$ cat config.mk
export PLATFORM = sky130hd
export DESIGN_NAME = aes_ctrl
export DESIGN_NICKNAME = d
export VERILOG_FILES = /design/src/sv/aes_pkg.sv /design/src/sv/aes_ctrl.sv
export SDC_FILE = /design/constraint.sdc
export NUM_CORES = 1
export LEC_CHECK = 0
export BUFFER_PORTS_ARGS = -buffer_cell sky130_fd_sc_hd__buf_2
export CORE_ASPECT_RATIO = 1.25
export CORE_MARGIN = 2
export CORE_UTILIZATION = 28
export DETAILED_ROUTE_END_ITERATION = 6
export PLACE_DENSITY = 0.51
export SLEW_MARGIN = 10
export SYNTH_ARGS = -nofsm -noshare
export SYNTH_HDL_FRONTEND = slang
export SYNTH_SLANG_ARGS = --single-unit
$ cat constraint.sdc
create_clock -name aclk -period 2.1 [get_ports aclk]
set_input_delay 0.315 -clock aclk [delete_from_list [all_inputs] [get_ports aclk]]
set_output_delay 0.315 -clock aclk [all_outputs]
set_load 0.03 [all_outputs]
$ cat src/sv/aes_pkg.sv
// Package for the AES-128 block cipher: types, S-box tables and GF(2^8) helpers.
// Used by the controller, the datapath and the top level; depends on nothing.
`timescale 1ns / 1ps

package aes_pkg;

    localparam int RoundCount = 10;
    localparam int KeyWords   = 2 * (RoundCount + 1);
    localparam int RoundBits  = $clog2(RoundCount + 1);

    localparam logic [0:0] CfgKeyHigh = 1'b0;
    localparam logic [0:0] CfgKeyLow  = 1'b1;

    typedef logic [127:0] block_t;
    typedef logic [RoundBits-1:0] round_t;

    typedef enum logic [1:0] {
        ST_IDLE,
        ST_EXPAND,
        ST_CRYPT,
        ST_DONE
    } aes_state_t;

    // Controller to datapath commands.
    typedef struct packed {
        logic   load_block;
        logic   expand_step;
        logic   crypt_step;
        logic   first_round;
        logic   last_round;
        round_t round;
    } aes_cmd_t;

    function automatic logic [7:0] xtime(input logic [7:0] a);
        xtime = {a[6:0], 1'b0} ^ (a[7] ? 8'h1b : 8'h00);
    endfunction

    function automatic logic [7:0] gmul(input logic [7:0] a, input logic [3:0] b);
        logic [7:0] p;
        logic [7:0] x;
        p = 8'h00;
        x = a;
        for (int i = 0; i < 4; i++) begin
            if (b[i]) p = p ^ x;
            x = xtime(x);
        end
        gmul = p;
    endfunction

    localparam logic [7:0] SBOX [256] = '{
        8'h63,8'h7c,8'h77,8'h7b,8'hf2,8'h6b,8'h6f,8'hc5,8'h30,8'h01,8'h67,8'h2b,8'hfe,8'hd7,8'hab,8'h76,
        8'hca,8'h82,8'hc9,8'h7d,8'hfa,8'h59,8'h47,8'hf0,8'had,8'hd4,8'ha2,8'haf,8'h9c,8'ha4,8'h72,8'hc0,
        8'hb7,8'hfd,8'h93,8'h26,8'h36,8'h3f,8'hf7,8'hcc,8'h34,8'ha5,8'he5,8'hf1,8'h71,8'hd8,8'h31,8'h15,
        8'h04,8'hc7,8'h23,8'hc3,8'h18,8'h96,8'h05,8'h9a,8'h07,8'h12,8'h80,8'he2,8'heb,8'h27,8'hb2,8'h75,
        8'h09,8'h83,8'h2c,8'h1a,8'h1b,8'h6e,8'h5a,8'ha0,8'h52,8'h3b,8'hd6,8'hb3,8'h29,8'he3,8'h2f,8'h84,
        8'h53,8'hd1,8'h00,8'hed,8'h20,8'hfc,8'hb1,8'h5b,8'h6a,8'hcb,8'hbe,8'h39,8'h4a,8'h4c,8'h58,8'hcf,
        8'hd0,8'hef,8'haa,8'hfb,8'h43,8'h4d,8'h33,8'h85,8'h45,8'hf9,8'h02,8'h7f,8'h50,8'h3c,8'h9f,8'ha8,
        8'h51,8'ha3,8'h40,8'h8f,8'h92,8'h9d,8'h38,8'hf5,8'hbc,8'hb6,8'hda,8'h21,8'h10,8'hff,8'hf3,8'hd2,
        8'hcd,8'h0c,8'h13,8'hec,8'h5f,8'h97,8'h44,8'h17,8'hc4,8'ha7,8'h7e,8'h3d,8'h64,8'h5d,8'h19,8'h73,
        8'h60,8'h81,8'h4f,8'hdc,8'h22,8'h2a,8'h90,8'h88,8'h46,8'hee,8'hb8,8'h14,8'hde,8'h5e,8'h0b,8'hdb,
        8'he0,8'h32,8'h3a,8'h0a,8'h49,8'h06,8'h24,8'h5c,8'hc2,8'hd3,8'hac,8'h62,8'h91,8'h95,8'he4,8'h79,
        8'he7,8'hc8,8'h37,8'h6d,8'h8d,8'hd5,8'h4e,8'ha9,8'h6c,8'h56,8'hf4,8'hea,8'h65,8'h7a,8'hae,8'h08,
        8'hba,8'h78,8'h25,8'h2e,8'h1c,8'ha6,8'hb4,8'hc6,8'he8,8'hdd,8'h74,8'h1f,8'h4b,8'hbd,8'h8b,8'h8a,
        8'h70,8'h3e,8'hb5,8'h66,8'h48,8'h03,8'hf6,8'h0e,8'h61,8'h35,8'h57,8'hb9,8'h86,8'hc1,8'h1d,8'h9e,
        8'he1,8'hf8,8'h98,8'h11,8'h69,8'hd9,8'h8e,8'h94,8'h9b,8'h1e,8'h87,8'he9,8'hce,8'h55,8'h28,8'hdf,
        8'h8c,8'ha1,8'h89,8'h0d,8'hbf,8'he6,8'h42,8'h68,8'h41,8'h99,8'h2d,8'h0f,8'hb0,8'h54,8'hbb,8'h16
    };

    localparam logic [7:0] ISBOX [256] = '{
        8'h52,8'h09,8'h6a,8'hd5,8'h30,8'h36,8'ha5,8'h38,8'hbf,8'h40,8'ha3,8'h9e,8'h81,8'hf3,8'hd7,8'hfb,
        8'h7c,8'he3,8'h39,8'h82,8'h9b,8'h2f,8'hff,8'h87,8'h34,8'h8e,8'h43,8'h44,8'hc4,8'hde,8'he9,8'hcb,
        8'h54,8'h7b,8'h94,8'h32,8'ha6,8'hc2,8'h23,8'h3d,8'hee,8'h4c,8'h95,8'h0b,8'h42,8'hfa,8'hc3,8'h4e,
        8'h08,8'h2e,8'ha1,8'h66,8'h28,8'hd9,8'h24,8'hb2,8'h76,8'h5b,8'ha2,8'h49,8'h6d,8'h8b,8'hd1,8'h25,
        8'h72,8'hf8,8'hf6,8'h64,8'h86,8'h68,8'h98,8'h16,8'hd4,8'ha4,8'h5c,8'hcc,8'h5d,8'h65,8'hb6,8'h92,
        8'h6c,8'h70,8'h48,8'h50,8'hfd,8'hed,8'hb9,8'hda,8'h5e,8'h15,8'h46,8'h57,8'ha7,8'h8d,8'h9d,8'h84,
        8'h90,8'hd8,8'hab,8'h00,8'h8c,8'hbc,8'hd3,8'h0a,8'hf7,8'he4,8'h58,8'h05,8'hb8,8'hb3,8'h45,8'h06,
        8'hd0,8'h2c,8'h1e,8'h8f,8'hca,8'h3f,8'h0f,8'h02,8'hc1,8'haf,8'hbd,8'h03,8'h01,8'h13,8'h8a,8'h6b,
        8'h3a,8'h91,8'h11,8'h41,8'h4f,8'h67,8'hdc,8'hea,8'h97,8'hf2,8'hcf,8'hce,8'hf0,8'hb4,8'he6,8'h73,
        8'h96,8'hac,8'h74,8'h22,8'he7,8'had,8'h35,8'h85,8'he2,8'hf9,8'h37,8'he8,8'h1c,8'h75,8'hdf,8'h6e,
        8'h47,8'hf1,8'h1a,8'h71,8'h1d,8'h29,8'hc5,8'h89,8'h6f,8'hb7,8'h62,8'h0e,8'haa,8'h18,8'hbe,8'h1b,
        8'hfc,8'h56,8'h3e,8'h4b,8'hc6,8'hd2,8'h79,8'h20,8'h9a,8'hdb,8'hc0,8'hfe,8'h78,8'hcd,8'h5a,8'hf4,
        8'h1f,8'hdd,8'ha8,8'h33,8'h88,8'h07,8'hc7,8'h31,8'hb1,8'h12,8'h10,8'h59,8'h27,8'h80,8'hec,8'h5f,
        8'h60,8'h51,8'h7f,8'ha9,8'h19,8'hb5,8'h4a,8'h0d,8'h2d,8'he5,8'h7a,8'h9f,8'h93,8'hc9,8'h9c,8'hef,
        8'ha0,8'he0,8'h3b,8'h4d,8'hae,8'h2a,8'hf5,8'hb0,8'hc8,8'heb,8'hbb,8'h3c,8'h83,8'h53,8'h99,8'h61,
        8'h17,8'h2b,8'h04,8'h7e,8'hba,8'h77,8'hd6,8'h26,8'he1,8'h69,8'h14,8'h63,8'h55,8'h21,8'h0c,8'h7d
    };

endpackage

$ cat src/sv/aes_ctrl.sv
// Controller for the AES-128 block cipher: sequences key expansion and rounds.
// Depends on aes_pkg for the state enum and the command struct.
`timescale 1ns / 1ps

module aes_ctrl (
    input  logic              aclk,
    input  logic              aresetn,
    input  logic              key_write,
    input  logic              in_valid,
    output logic              in_ready,
    output logic              out_valid,
    input  logic              out_ready,
    output aes_pkg::aes_cmd_t cmd
);
    import aes_pkg::*;

    aes_state_t state_reg, state_next;
    round_t     round_reg, round_next;
    logic       keys_ready_reg, keys_ready_next;

    // State, round counter and key status registers.
    always_ff @(posedge aclk) begin
        if (!aresetn) begin
            state_reg      <= ST_IDLE;
            round_reg      <= '0;
            keys_ready_reg <= 1'b0;
        end else begin
            state_reg      <= state_next;
            round_reg      <= round_next;
            keys_ready_reg <= keys_ready_next;
        end
    end

    // Next state and command decode.
    always_comb begin
        state_next      = state_reg;
        round_next      = round_reg;
        keys_ready_next = keys_ready_reg;
        in_ready        = 1'b0;
        out_valid       = 1'b0;
        cmd             = '0;
        cmd.round       = round_reg;
        case (state_reg)
            ST_IDLE: begin
                in_ready = 1'b1;
                if (in_valid) begin
                    cmd.load_block = 1'b1;
                    if (keys_ready_reg) begin
                        state_next = ST_CRYPT;
                        round_next = round_t'(1);
                    end else begin
                        state_next = ST_EXPAND;
                        round_next = round_t'(1);
                    end
                end
            end
            ST_EXPAND: begin
                cmd.expand_step = 1'b1;
                if (round_reg == round_t'(RoundCount)) begin
                    keys_ready_next = 1'b1;
                    state_next      = ST_CRYPT;
                    round_next      = round_t'(1);
                end else begin
                    round_next = round_reg + round_t'(1);
                end
            end
            ST_CRYPT: begin
                cmd.crypt_step  = 1'b1;
                cmd.first_round = (round_reg == round_t'(1));
                cmd.last_round  = (round_reg == round_t'(RoundCount));
                if (round_reg == round_t'(RoundCount)) begin
                    state_next = ST_DONE;
                end else begin
                    round_next = round_reg + round_t'(1);
                end
            end
            ST_DONE: begin
                out_valid = 1'b1;
                if (out_ready) state_next = ST_IDLE;
            end
            default: state_next = ST_IDLE;
        endcase
        if (key_write) keys_ready_next = 1'b0;
    end

`ifndef SYNTHESIS
    a_round_range: assert property (@(posedge aclk) disable iff (!aresetn)
        round_reg <= round_t'(RoundCount))
        else $error("round counter out of range");
    a_ready_done: assert property (@(posedge aclk) disable iff (!aresetn)
        !(in_ready && out_valid))
        else $error("input ready while a result waits");
    a_crypt_keys: assert property (@(posedge aclk) disable iff (!aresetn)
        (state_reg == ST_CRYPT) |-> keys_ready_reg)
        else $error("rounds run without expanded keys");
    a_done_hold: assert property (@(posedge aclk) disable iff (!aresetn)
        (out_valid && !out_ready) |=> out_valid)
        else $error("result dropped while stalled");
`endif

endmodule

== Word-level counts from Yosys, hierarchy flattened ==
Cells that the tools add are included.
Operators by class
  bitwise operators: 1
  add/subtract/negate cells: 1
  equal/unequal tests: 10
  reductions and logical operators: 6
  muxes and demuxes: 16
Operators by type and width (count)
  $mux W4: 3
  $pmux W4 S3: 1
  $mux W2: 5
  $ne A2 B2 Y1 const B: 5
  $pmux W2 S4: 1
  $mux W1: 5
  $add A4 B1 Y4 const B: 1
  $eq A2 B2 Y1 const B: 2
  $eq A4 B1 Y1 const B: 1
  $eq A4 B4 Y1 const B: 1
  $reduce_and A4 Y1: 1
  $mux W3: 1
  $reduce_and A3 Y1: 1
  $reduce_bool A3 Y1: 1
  $eq A2 B1 Y1 const B: 1
  $logic_not A2 Y1: 1
  $reduce_and A2 Y1: 1
  $reduce_or A2 Y1: 1
  $not A1 Y1: 1
Storage, ports and cells
  logic and storage cells: 37
  output and inout bits: 11
  register bits after elaboration: 7

== Longest topological paths before layout ==
Gate-level depths: netlist of run 1.
  depth after elaboration: 3
  mapped depth: 6

== Worst setup path after synthesis of run 1 ==
No wires, ideal clock.
  path type: register to output
  start: register state_reg[0]
  end: output cmd[5] in the netlist's numbering
  data required time: 1.785 ns
  setup slack: -0.216 ns
  data arrival time: 2.001 ns
  path buffers: 0
  stages on the path, launching flop included: 5
  cell sequence: dfxtp_1 -> inv_1 -> ha_1 -> inv_1 -> nor4b_1
RTL lines
  start: declaration: line aes_ctrl.sv:17  | aes_state_t state_reg, state_next;
  start signal: assignment: line aes_ctrl.sv:28  | state_reg <= state_next;
  end: declaration: line aes_ctrl.sv:13  | output aes_pkg::aes_cmd_t cmd

==> results.txt, run 1 <==
----------------------------------------------------
[Placed design]
  GP Congestion ... 0.7036
  PortBufs ... 15
  HPWL after detailed placement ... 958.9 um

[Timing]
  Max-slew headroom at the worst pin ... roughly 73%
  Final setup violation count ... 0
  Final Critical Period ... 1.896 ns
  RSZ-0062 raised after global routing ... no
  Number of hold violations in the final report ... 0
  Worst hold margin ... 0.2299 ns
  Highest clock rate ... ~0.53 GHz
  Max Transition Viols Final ... 0
  Setup total negative slack ... 0 ns
  Portion of the clock cycle consumed by the worst path in the final layout ... about 90%
  Skew final ... 0.0006000 ns
  Tightest Pin Transition ... between 0.4 and 0.5 ns

[GRT]
  Total congestion overflow after global routing ... 0
  GRT Resource Usage Total ... 11.28%
  Global-route wire length before repair ... 1863 um
  Antenna violations before repair ... 0
  Largest net degree at the start of global routing ... 10
  Vias in the first global route ... 426

[Critical path]
  Crit path max-delay cell type ... dfxtp_1
  CP max FO ... 7
  Critical path buffers and inverters ... 3
  Category of the critical setup timing path ... reg2out
  WP data arrival ... between 1.5 and 2 ns
  Ordered cell list for the critical path ... inv_1 > ha_1 > inv_1 > nor4b_2 > buf_2
  Largest delay share family, worst path ... buffers and inverters
  WP data required ... 1.78 ns
  Critical Path Source Type ... register
  Delay of the slowest cell on the worst path ... ~0.34 ns
  Setup crit end kind ... output pin
  Cell type with the highest occurrence count on the critical path ... inv_1

[Detailed routing]
  Initial DRT Pass Iterations ... 3
  Post-detailed-routing wire length ... ~1200 um
  Total number of vias ... 501
  Post-route DRC violation count ... 0
  Average routed wire per standard cell ... about 12 um
  Remaining antenna violation count after routing ... 0
  Count of routing violations after the opening detailed-route iteration ... 4
  Per-cell via count in the routed design ... 5.112

[Floorplan]
  Area of the die ... ~2300 um^2
  Core area ... about 1800 um^2
  Boundary Pins ... 16
  Std cell rows ... 17
  Vertical extent of the die ... around 53 um
  Starting utilization of the core area ... roughly 30%
  Die extent in x ... approximately 43 um

[Power and ir drop]
  Worst ir drop on vdd ... between 0.4 and 0.5 mV
  Total power divided by cell area ... ~1100 nW/um^2
  Total power ... approximately 0.75 mW
  Static power due to leakage ... approximately 0.30 nW

[Clocking]
  Buffers inserted by post-CTS timing repair ... 0
  Longest Clk Path Bufs ... 2
  Later-pin clock latency in the skew report ... roughly 0.25 ns
  CTS H-tree lvls ... 1
  Number of buffers created by CTS ... 3
  Root cell of the clock tree ... clkbuf_4
  Number of clock sinks seen by CTS ... 7
  Post-CTS sizing ... 0
  TritonCTS clock tree ... yes
  Register clock-pin slew on the reported worst setup and hold paths ... approximately 0.050 ns
  Number of hold-repair buffers added at the cts stage ... 0

[Finish]
  Synth-to-layout area growth ... 24.88%
  Final Net Count ... 94
  Commonest cells after routing, fill and taps aside ... buf_2, ha_1, inv_1, dfxtp_1, nor2_1
  Share of final-layout standard cells stronger than drive strength 1 ... approximately 28%
  Combined area of the multi-input logic cells ... 367.9 um^2
  Diode count ... 0
  Most common cell after layout, fill and taps aside ... buf_2
  Max FFs per register ... 4
  Fill cell instance count of the final layout ... approximately 180
  Footprint of the flip-flops and latches ... approximately 140 um^2

[Logic synthesis]
  Area of the mapped netlist ... 528.0 um^2
  Count of synthesis-stage warnings from yosys ... 0
  Synthesized area per cell ... 8.800 um^2
  Post-synthesis cell type count ... 24
  Number of instances in the synthesized netlist ... 60
  Yosys reg bits ... 7
  Mapped Nets ... 74
  Seq/Total Area, Yosys ... a little over a quarter

[Flow run]
  Number of max-capacitance violations reported ... 0

[Worst hold path]
  Path class of the lowest-slack min-delay path ... in2reg

[Outcome]
  Run status ... complete, no violations

----------------------------------------------------
[per-layer routing]
layer | vias to the layer above | share of wire, % | GRT usage [%]
met5 | - | 0 | 0
met4 | 0 | 0.84 | 6.250
met3 | 2 | 3.1 | 2.069
met2 | 9 | 52 | 18.94
met1 | 233 | 44 | 13.36
li1 | 257 | - | -
[synth_stat cells, drive strengths merged]
library cell  count  area [um^2]
a31oi             4        25.02
nand2             2        7.510
o32ai             1        8.760
nand3b            1        7.510
nor4b             1        8.760
inv               7        26.28
mux2i             1        10.01
nand2b            2        12.51
nor2              5        18.77
and4b             1        13.76
nor3              2        21.27
nor2b             2        12.51
and2              1        6.260
a211oi            3        22.52
ha                9        112.6
a21oi             1        5.000
nand3             3        15.01
nand4b            1        8.760
o221ai            1        15.01
and3b             1        8.760
o22ai             1        6.260
dfxtp             7        140.1
o21ai             3        15.01
[logic make-up (layout without fill, tap and decap cells)]
| group | count (synthesis) | count (layout) | share of synthesized area (%) |
|---|---|---|---|
| simple gates | 22 | 22 | 26.78 |
| flops | 7 | 7 | 26.54 |
| buf+inv | 7 | 26 | 4.977 |
| fa+ha+maj | 9 | 9 | 21.33 |
| mux | 1 | 1 | 1.896 |
| compound gates | 14 | 14 | 18.48 |
[through the flow]
stage	instance area (um^2)	setup WS, ns	cells	util [%]
detailed placement	633.1	0.4308	94	35.86
finish	659.4	0.2038	98	37.35
global route	659.4	0.06305	98	37.35
global placement	633.1	0.4347	94	35.86
CTS	659.4	0.1700	98	37.35
floorplan	534.3	0.1844	60	-
[worst register-to-register path, stage by stage (launching register included)]
cell and delay, ns:
dfxtp_1 0.38, inv_1 0.11, ha_1 0.30, and4b_4 0.23, nor3_4 0.24, o21ai_0 0.13, a31oi_1 0.17
[report_power, final]
group | leakage, nW | switching (mW) | total (mW) | internal (mW)
clock network | 0.0150 | 0.0494 | 0.122 | 0.0725
registers | 0.0572 | 0.0342 | 0.194 | 0.159
logic | 0.224 | 0.277 | 0.431 | 0.154
total | 0.296 | 0.360 | 0.747 | 0.386
[final cells by class]
cell class              count  area share [%]
repair buffers             15           11.39
inverters                   7           3.985
clock buffers               4           3.985
flip-flops and latches      7           21.25
multi-input cells          46           55.79
well taps                  19           3.605
[path summary, 6_finish.rpt]
path	from	end	slack, ns	cells after the start
max	state_reg[0]	cmd[5]	0.20	5
min	key_write	keys_ready_reg	0.23	2
max reg2reg	state_reg[0]	round_reg[0]	0.45	6
min reg2reg	keys_ready_reg	keys_ready_reg	0.53	2
No activity file was read; power rests on OpenSTA's default activity.
==> run 2: changes to the inputs <==
--- a/config.mk
+++ b/config.mk
@@ -11,6 +11,7 @@
 export CORE_UTILIZATION = 28
 export DETAILED_ROUTE_END_ITERATION = 6
 export PLACE_DENSITY = 0.51
+export RECOVER_POWER = 100
 export SLEW_MARGIN = 10
 export SYNTH_ARGS = -nofsm -noshare
 export SYNTH_HDL_FRONTEND = slang
==> run 2 against run 1 <==
Non-clock buffer count is the same. Sequential power is essentially flat. Largest cell class unchanged. Utilization shrank 1.3 points. Die area is the same. Cell area shrank 3.6%. Sequential share of layout area grew 0.79 points. Global-route usage is the same. Register-to-register slack lost 0.07 ns. Sequential cell count is the same. Clock skew is essentially flat. Combinational power shrank 5.8%.
==> results.txt, run 2 (same netlist as run 1, synthesis figures left out) <==
----------------------------------------------------
[Finish]
  Most common cell after layout, fill and taps aside ... clkbuf_1
  Synth-to-layout area growth ... 20.38%
  Max FFs per register ... 4 (unchanged)
  Non-Filler Cell Area, Final ... 635.6 um^2 (-3.6%)
  Count of non-filler cells in the finished layout ... 98 (unchanged)
  Commonest cells after routing, fill and taps aside ... clkbuf_1, ha_1, inv_1, dfxtp_1, nor2_1
  Fill cell instance count of the final layout ... 193 (+6.0%)
  Share of final-layout standard cells stronger than drive strength 1 ... 15.19% (-13 points)
  Final core utilization ... 36.00% (-1.3 points)
  Final Net Count ... 94 (unchanged)
  Diode count ... 0 (unchanged)
  Footprint of the flip-flops and latches ... 140.1 um^2 (unchanged)
  Combined area of the multi-input logic cells ... 355.3 um^2 (-3.4%)

[Critical path]
  Category of the critical setup timing path ... reg2out
  CP max FO ... 7 (unchanged)
  Critical Path Source Type ... register
  WP data required ... 1.78 ns (about the same)
  WP data arrival ... 1.59 ns (about the same)
  Setup crit end kind ... output pin

[Clocking]
  Buffers inserted by post-CTS timing repair ... 0 (unchanged)
  Number of clock sinks seen by CTS ... 7 (unchanged)
  TritonCTS clock tree ... yes
  Root cell of the clock tree ... clkbuf_4
  Longest Clk Path Bufs ... 2 (unchanged)
  Number of buffers created by CTS ... 3 (unchanged)
  CTS H-tree lvls ... 1 (unchanged)
  Number of hold-repair buffers added at the cts stage ... 0 (unchanged)
  Later-pin clock latency in the skew report ... 0.25 ns (about the same)
  Post-CTS sizing ... 0 (unchanged)
  Register clock-pin slew on the reported worst setup and hold paths ... 0.05 ns (about the same)

[Detailed routing]
  Average routed wire per standard cell ... 12.18 um (+0.84%)
  Post-route DRC violation count ... 0 (unchanged)
  Total number of vias ... 496 (-1.0%)
  Initial DRT Pass Iterations ... 2 (-1)
  Per-cell via count in the routed design ... 5.061 (-1.0%)
  Remaining antenna violation count after routing ... 0 (unchanged)
  Post-detailed-routing wire length ... 1194 um (+0.84%)
  Count of routing violations after the opening detailed-route iteration ... 2 (-2)

[GRT]
  Antenna violations before repair ... 0 (unchanged)
  Vias in the first global route ... 426 (unchanged)
  Largest net degree at the start of global routing ... 10 (unchanged)
  Global-route wire length before repair ... 1863 um (unchanged)
  Total congestion overflow after global routing ... 0 (unchanged)
  GRT Resource Usage Total ... 11.28% (unchanged)

[Timing]
  Final setup violation count ... 0 (unchanged)
  RSZ-0062 raised after global routing ... no
  Max Transition Viols Final ... 0 (unchanged)
  Portion of the clock cycle consumed by the worst path in the final layout ... 90.86% (+0.57 points)
  Skew final ... 0.0008266 ns (+0.0002266 ns)
  Final Critical Period ... 1.908 ns (+0.01190 ns)
  Number of hold violations in the final report ... 0 (unchanged)
  Worst hold margin ... 0.2295 ns (-0.0003680 ns)
  Max-slew headroom at the worst pin ... 72.13% (-0.74 points)
  Setup ws final ... 0.1919 ns (-0.01190 ns)
  Highest clock rate ... 0.5241 GHz (-0.62%)
  Setup total negative slack ... 0 ns (unchanged)
  Tightest Pin Transition ... 0.4161 ns (+0.01098 ns)

[Floorplan]
  Die extent in x ... 42.84 um (unchanged)
  Starting utilization of the core area ... 29.91% (unchanged)
  Core area ... 1765 um^2 (unchanged)
  Vertical extent of the die ... 52.55 um (unchanged)
  Boundary Pins ... 16 (unchanged)
  Std cell rows ... 17 (unchanged)
  Area of the die ... 2251 um^2 (unchanged)

[Flow run]
  Number of max-capacitance violations reported ... 0 (unchanged)

[Outcome]
  Run status ... complete, no violations

[Placed design]
  PortBufs ... 15 (unchanged)
  Placed cells ... 94 (unchanged)
  GP Congestion ... 0.7036 (unchanged)
  HPWL after detailed placement ... 958.9 um (unchanged)
  Placed standard-cell area ... 633.1 um^2 (unchanged)
  Post-Place Worst Slack ... 0.4308 ns (unchanged)

[Power and ir drop]
  Total power ... 0.7224 mW (-3.2%)
  Worst ir drop on vdd ... 0.4030 mV (-0.46%)
  Static power due to leakage ... 0.2580 nW (-13%)
  Total power divided by cell area ... 1137 nW/um^2 (+0.39%)

[Worst hold path]
  Path class of the lowest-slack min-delay path ... in2reg

----------------------------------------------------
-- run 2: path summary, 6_finish.rpt --
path	from	endpoint	slack, ns	cells after the start
setup / recovery	state_reg[0]	cmd[5]	0.19	5
hold / removal	key_write	keys_ready_reg	0.23	2
setup reg to reg	state_reg[0]	round_reg[0]	0.38	6
hold reg to reg	keys_ready_reg	keys_ready_reg	0.53	2
-- run 2: final cells by class --
| class | count | share of cell area (%) |
|---|---|---|
| multi-input cells | 46 | 55.91 |
| flip-flops and latches | 7 | 22.05 |
| repair buffers | 15 | 10.04 |
| clock buffers | 4 | 4.134 |
| inverters | 7 | 4.134 |
| well taps | 19 | 3.740 |
-- run 2: critical path, stage by stage (launching register included) --
cell and delay [ns]:
dfxtp_1 0.34, inv_1 0.13, ha_1 0.32, inv_1 0.10, nor4b_2 0.22, clkbuf_2 0.24
-- run 2: layer usage --
metal,share of wire (%),vias to the layer above,track usage [%]
li1,-,257,-
met1,45,228,13.36
met2,51,9,18.94
met3,3.0,2,2.069
met4,0.75,0,6.250
met5,0,-,0
-- run 2: where the power goes --
part	internal (mW)	switching (mW)
Sequential	0.159	0.0351
Clock	0.0725	0.0497
Combinational	0.134	0.272
==> run 3: changes to the inputs <==
--- a/config.mk
+++ b/config.mk
@@ -10,9 +10,9 @@
 export CORE_MARGIN = 2
 export CORE_UTILIZATION = 28
 export DETAILED_ROUTE_END_ITERATION = 6
+export MAX_ROUTING_LAYER = met4
 export PLACE_DENSITY = 0.51
 export RECOVER_POWER = 100
-export SLEW_MARGIN = 10
 export SYNTH_ARGS = -nofsm -noshare
 export SYNTH_HDL_FRONTEND = slang
 export SYNTH_SLANG_ARGS = --single-unit
==> run 3 against run 2 <==
Clock power about the same. Sequential power about the same. Routed wire length unchanged. Highest routed layer unchanged.
==> results.txt, run 3 (same netlist as run 1, synthesis figures left out) <==
----------------------------------------------------
[Clocking]
  Number of buffers created by CTS ... 3 (unchanged)
  Root cell of the clock tree ... clkbuf_4
  Number of hold-repair buffers added at the cts stage ... 0 (unchanged)
  Longest Clk Path Bufs ... 2 (unchanged)
  CTS H-tree lvls ... 1 (unchanged)
  Later-pin clock latency in the skew report ... 0.25 ns (about the same)
  Buffers inserted by post-CTS timing repair ... 0 (unchanged)
  Register clock-pin slew on the reported worst setup and hold paths ... 0.05 ns (about the same)
  TritonCTS clock tree ... yes
  Post-CTS sizing ... 0 (unchanged)
  Number of clock sinks seen by CTS ... 7 (unchanged)

[Timing]
  Max-slew headroom at the worst pin ... 72.13% (unchanged)
  Number of hold violations in the final report ... 0 (unchanged)
  Max Transition Viols Final ... 0 (unchanged)
  Tightest Pin Transition ... 0.4161 ns (-0.0000001192 ns)
  Final Critical Period ... 1.908 ns (-0.000003000 ns)
  Final setup violation count ... 0 (unchanged)
  Skew final ... 0.0008266 ns (-0.00000002800 ns)
  Setup total negative slack ... 0 ns (unchanged)
  Highest clock rate ... 0.5241 GHz (about the same)
  Worst hold margin ... 0.2295 ns (+0.000004000 ns)
  RSZ-0062 raised after global routing ... no
  Portion of the clock cycle consumed by the worst path in the final layout ... 90.86% (about the same)

[Detailed routing]
  Post-detailed-routing wire length ... 1194 um (unchanged)
  Average routed wire per standard cell ... 12.18 um (unchanged)
  Count of routing violations after the opening detailed-route iteration ... 2 (unchanged)
  Total number of vias ... 496 (unchanged)
  Initial DRT Pass Iterations ... 2 (unchanged)
  Post-route DRC violation count ... 0 (unchanged)
  Per-cell via count in the routed design ... 5.061 (unchanged)
  Remaining antenna violation count after routing ... 0 (unchanged)

[Finish]
  Final core utilization ... 36.00% (unchanged)
  Count of non-filler cells in the finished layout ... 98 (unchanged)
  Commonest cells after routing, fill and taps aside ... clkbuf_1, ha_1, inv_1, dfxtp_1, nor2_1
  Most common cell after layout, fill and taps aside ... clkbuf_1
  Share of final-layout standard cells stronger than drive strength 1 ... 15.19% (unchanged)
  Diode count ... 0 (unchanged)
  Final Net Count ... 94 (unchanged)
  Synth-to-layout area growth ... 20.38% (unchanged)
  Max FFs per register ... 4 (unchanged)

[Floorplan]
  Core area ... 1765 um^2 (unchanged)
  Std cell rows ... 17 (unchanged)
  Die extent in x ... 42.84 um (unchanged)
  Boundary Pins ... 16 (unchanged)
  Area of the die ... 2251 um^2 (unchanged)
  Starting utilization of the core area ... 29.91% (unchanged)
  Vertical extent of the die ... 52.55 um (unchanged)

[Critical path]
  WP data required ... 1.78 ns (about the same)
  Setup crit end kind ... output pin
  Critical Path Source Type ... register
  Critical path buffers and inverters ... 3 (unchanged)
  Largest delay share family, worst path ... buffers and inverters
  Delay of the slowest cell on the worst path ... 0.34 ns (about the same)
  Category of the critical setup timing path ... reg2out
  Ordered cell list for the critical path ... inv_1 > ha_1 > inv_1 > nor4b_2 > clkbuf_2
  R2r setup slk ... 0.38 ns (about the same)
  Cell type with the highest occurrence count on the critical path ... inv_1
  CP max FO ... 7 (unchanged)
  Crit path max-delay cell type ... dfxtp_1
  WP data arrival ... 1.59 ns (about the same)

[Placed design]
  GP Congestion ... 0.7114 (+1.1%)
  HPWL after detailed placement ... 958.9 um (unchanged)
  PortBufs ... 15 (unchanged)
  Placed cells ... 94 (unchanged)

[Worst hold path]
  Path class of the lowest-slack min-delay path ... in2reg

[Power and ir drop]
  Total power ... 0.7224 mW (about the same)
  Static power due to leakage ... 0.2580 nW (unchanged)
  Worst ir drop on vdd ... 0.4031 mV (about the same)
  Total power divided by cell area ... 1137 nW/um^2 (about the same)

[GRT]
  Total congestion overflow after global routing ... 0 (unchanged)
  Global-route wire length before repair ... 1856 um (-0.38%)
  Vias in the first global route ... 426 (unchanged)
  Antenna violations before repair ... 0 (unchanged)
  Largest net degree at the start of global routing ... 10 (unchanged)
  GRT Resource Usage Total ... 11.57% (+0.29 points)

[Outcome]
  Run status ... complete, no violations

[Flow run]
  Number of max-capacitance violations reported ... 0 (unchanged)

----------------------------------------------------
run 3: through the flow:
| step | setup slack, ns | area [um^2] |
|---|---|---|
| 2_1_floorplan | 0.1844 | 534.3 |
| 3_3_place_gp | 0.4347 | 633.1 |
| 3_5_place_dp | 0.4308 | 633.1 |
| 4_1_cts | 0.1700 | 659.4 |
| 5_1_grt | 0.03931 | 635.6 |
| 6_report | 0.1919 | 635.6 |
run 3: final cells by class:
class	count	area [um^2]
Sequential cell	7	140.1
Timing Repair Buffer	15	63.81
Inverter	7	26.28
Tap cell	19	23.77
Multi-Input combinational cell	46	355.3
Fill cell	193	1130
Clock buffer	4	26.28
run 3: power by group:
group          internal [mW]  total (mW)  switching, mW
Combinational          0.134       0.406          0.272
Clock                 0.0725       0.122         0.0497
Sequential             0.159       0.194         0.0351
Total                  0.366       0.722          0.356
run 3: final timing paths:
kind / depth (start not counted) / endpoint / startpoint
setup / recovery: 5 / cmd[5] / state_reg[0]
hold / removal: 2 / keys_ready_reg / key_write
setup reg to reg: 6 / round_reg[0] / state_reg[0]
hold reg to reg: 2 / keys_ready_reg / keys_ready_reg
run 3: metal layers:
layer | GRT usage (%) | routed length [um] | up-vias
li1 | - | - | 257
met1 | 13.36 | 544 | 228
met2 | 18.94 | 608 | 9
met3 | 2.069 | 32 | 2
met4 | 6.250 | 9 | 0
met5 | - | 0 | -
